### src/krt_slot_ram.sv
// Generic single-port-write, single-port-read synchronous RAM with registered read data.
// Depends on nothing.
module krt_slot_ram #(
  parameter int WIDTH = 32,
  parameter int DEPTH = 64
) (
  input  logic                     clk,
  input  logic                     we,
  input  logic [$clog2(DEPTH)-1:0] waddr,
  input  logic [WIDTH-1:0]         wdata,
  input  logic                     re,
  input  logic [$clog2(DEPTH)-1:0] raddr,
  output logic [WIDTH-1:0]         rdata
);

  logic [WIDTH-1:0] mem [DEPTH];

  always_ff @(posedge clk) begin
    if (we) begin
      mem[waddr] <= wdata;
    end
  end

  always_ff @(posedge clk) begin
    if (re) begin
      rdata <= mem[raddr];
    end
  end

endmodule

### config.mk
export PLATFORM = sky130hd
export DESIGN_NAME = krt_slot_ram
export DESIGN_NICKNAME = d
export VERILOG_FILES = /design/src/krt_slot_ram.sv
export SDC_FILE = /design/constraint.sdc
export NUM_CORES = 2
export LEC_CHECK = 0
export BUFFER_PORTS_ARGS = -buffer_cell sky130_fd_sc_hd__buf_2
export CORE_MARGIN = 2
export CORE_UTILIZATION = 57
export DETAILED_ROUTE_END_ITERATION = 16
export GPL_TIMING_DRIVEN = 1
export PLACE_DENSITY = 0.76
export SLEW_MARGIN = 10
export SYNTH_ARGS = -nofsm -noshare
export SYNTH_HDL_FRONTEND = slang
export SYNTH_SLANG_ARGS = --single-unit
### constraint.sdc
create_clock -name clk -period 3.7 [get_ports clk]
set_input_delay 0.555 -clock clk [delete_from_list [all_inputs] [get_ports clk]]
set_output_delay 0.555 -clock clk [all_outputs]
set_load 0.03 [all_outputs]
==> impl_metrics.tcl <==
set metrics [dict create \
    status "completed" \
    cp_cell_sequence "buf_8 > buf_12 > mux4_2 > mux4_2 > o22ai_1 > nor2_1" \
    core_region_area_um2 137000 \
    area_delta_synth_final_pct 13.6 \
    start_util 0.574 \
    cts.sinks 2080 \
    final.period_utilization 0.787 \
    worstHoldPathType "in2reg" \
    gr-usage-all-layers 0.298 \
    drt_wl_total_mm 207 \
    place.gp.congestion 0.812 \
    grt_max_degree 74 \
    cts_resized 0 \
    yosys_warnings 0 \
    irDropWorstVdd_mv 0.403 \
    postCtsSetupBuffers 0 \
    io_pins 79 \
    clkSlewWorstSetupHoldPaths_ns 0.06 \
    gr-total-overflow 0 \
    cp_slowest_stage_delay_ns 0.74 \
    ys_types 33 \
    max_cap_violations 0 \
    grt_first_pass_wirelength_mm 294 \
    finalSetupViolations 0 \
    grt_pass1_vias 39400 \
    vias 39000 \
    cts-htree-levels 4 \
    synthAdderAreaFrac 0 \
    yosys.area_share.simple 0.0126 \
    synth.area.top_cells "edfxtp_1 79%, mux4_2 16%, mux2i_1 1.2%" \
    fp.dieH_um 376 \
    post-synth-top-area-cell "edfxtp_1" \
    muxShareOfSynthArea 0.167 \
    min_period_ns 2.91 \
    synth_compound_area_frac 0.0167 \
    synth_xor_area_frac 0 \
    yosysMostFrequentCell "edfxtp_1" \
    drv_slew 0 \
    crit_fanout 56 \
    start_kind "input port" \
    drive_above_1_share 0.308 \
    yosys_most_used_dff "edfxtp_1" \
    fmax_mhz 343 \
    clock-skew-final_ns 0.0354 \
    cts-root-buf "clkbuf_16" \
    cp.required_ns 4.26 \
    drt-initial-drc-count 6510 \
    dieArea_um2 141000 \
    hold_buffers 0 \
    post-place-ws_ns 0.0221 \
    critPathKind "in2reg" \
    rsz0062_at_grt "no" \
    cpMostUsedCell "mux4_2" \
    cpMaxStageDelayCell "o22ai_1" \
    syn_avg_cell_area_um2 23.7 \
    ys_seq_area_frac 0.792 \
    cts_made_buffers 197 \
    slew_headroom 0.158 \
    end_kind "flop" \
    numPortBuffers 78 \
    fin_nets 3678 \
    synth_seq_cells 2080 \
    syn_inst 3324 \
    clk_latency_ns 0.84 \
    die_w_um 376 \
    antenna_found_initial 18 \
    drt-wirelength-per-cell_um 37.0 \
    leakagePower_nw 28.0 \
    worstMarginPinSlew_ns 1.26 \
    p_per_area_nw_per_um2 537 \
    ant_nets 0 \
    setup_slack_ns 0.787 \
    syn_area_um2 78800 \
    fin_tns_setup_ns 0 \
    finalHoldViolCount 0 \
    synthTopCellsByCount "2080 x edfxtp_1, 544 x mux4_2, 137 x nor2_1" \
    dp_hpwl_mm 109 \
    num_rows 136 \
    synth_top_area_share 0.792 \
    firstDrtPassIters 6 \
    synth_edf_count 2080 \
    synthArstFlopShare 0 \
    crit_arrival_ns 3.47 \
    synth_top_family_by_area "multiplexers" \
    via_per_inst 6.98 \
    postSynthNetCount 3371 \
    cts_buffer_depth 3 \
    cts_tree "built" \
    drc 0 \
]
==> metrics by stage <==
stage | utilization | hold slack, ns | area (um2) | total power, mW | instances
final | 0.652 | 0.173 | 89600 | 48.1 | 5589
after global routing | 0.652 | 0.149 | 89600 | 49.2 | 5586
after CTS | 0.652 | 0.243 | 89600 | 48.3 | 5584
after detailed placement | 0.608 | 0.849 | 83400 | 29.2 | 5225
after global placement | 0.608 | 0.820 | 83400 | 29.1 | 5225
after floorplan | - | 0.654 | 78800 | 28.0 | 3324
==> kinds of logic after synthesis <==
logic type | after synthesis
flops | 2080
compound gates | 202
buf+inv | 182
simple gates | 223
mux | 637
==> registers in the layout, summed over array words and instances, names as in the netlist <==
| register | count |
|---|---|
| mem | 2048 |
| rdata | 32 |
==> where the power goes <==
part | switching [mW] | internal [mW] | leakage (nW)
Combinational | 1.59 | 0.944 | 6.27
Clock | 8.76 | 10.6 | 3.00
Sequential | 0.0869 | 26.1 | 18.7
Total | 10.4 | 37.7 | 28.0
==> final cells by class <==
| class | count | area [um2] |
|---|---|---|
| well taps | 1794 | 2240 |
| fillers | 8259 | 47700 |
| clock buffers | 240 | 5110 |
| diodes | 4 | 10.0 |
| multi-input cells | 1062 | 16000 |
| flip-flops and latches | 2080 | 62500 |
| clock inverters | 119 | 997 |
| repair buffers | 290 | 2780 |
==> worst max-delay path, delay by kind of cell <==
family / cells / cell delay [ns]
AO/OA/AOI/OAI: 1 / 0.74
buffers and inverters: 2 / 0.88
multiplexers: 2 / 1.07
AND/OR/NAND/NOR: 1 / 0.11
==> per-layer routing <==
metal / vias to the layer above / wire length (um) / share of wire / GRT usage
met1: 20400 / 70700 / 0.34 / 0.410
met3: 531 / 28500 / 0.14 / 0.0766
met5: - / 145 / 0.00070 / 0
met4: 22 / 9070 / 0.044 / 0.119
li1: 14900 / - / - / -
met2: 3140 / 98600 / 0.48 / 0.465
==> final timing paths <==
check                        startpoint                    end  slack, ns  depth (start not counted)
setup reg to reg  mem[16][19]$_DFFE_PP_    rdata[19]$_DFFE_PP_       1.15                          4
hold reg to reg   mem[12][20]$_DFFE_PP_    rdata[20]$_DFFE_PP_       0.85                          4
hold / removal                wdata[11]  mem[11][11]$_DFFE_PP_       0.17                          1
setup / recovery               raddr[0]    rdata[15]$_DFFE_PP_       0.79                          6
==> layout by cell type (no fill, tap or decap), types with 51 or more instances in the layout <==
cell type,netlist,routed
nor2_4,0,62
mux4_2,544,544
a21oi_1,62,62
buf_12,0,61
buf_2,57,73
buf_4,25,153
nor2_1,137,75
clkbuf_16,0,198
o22ai_1,84,84
mux2i_1,93,93
edfxtp_1,2080,2080
clkinv_1,0,51
No activity file was read; power rests on OpenSTA's default activity.
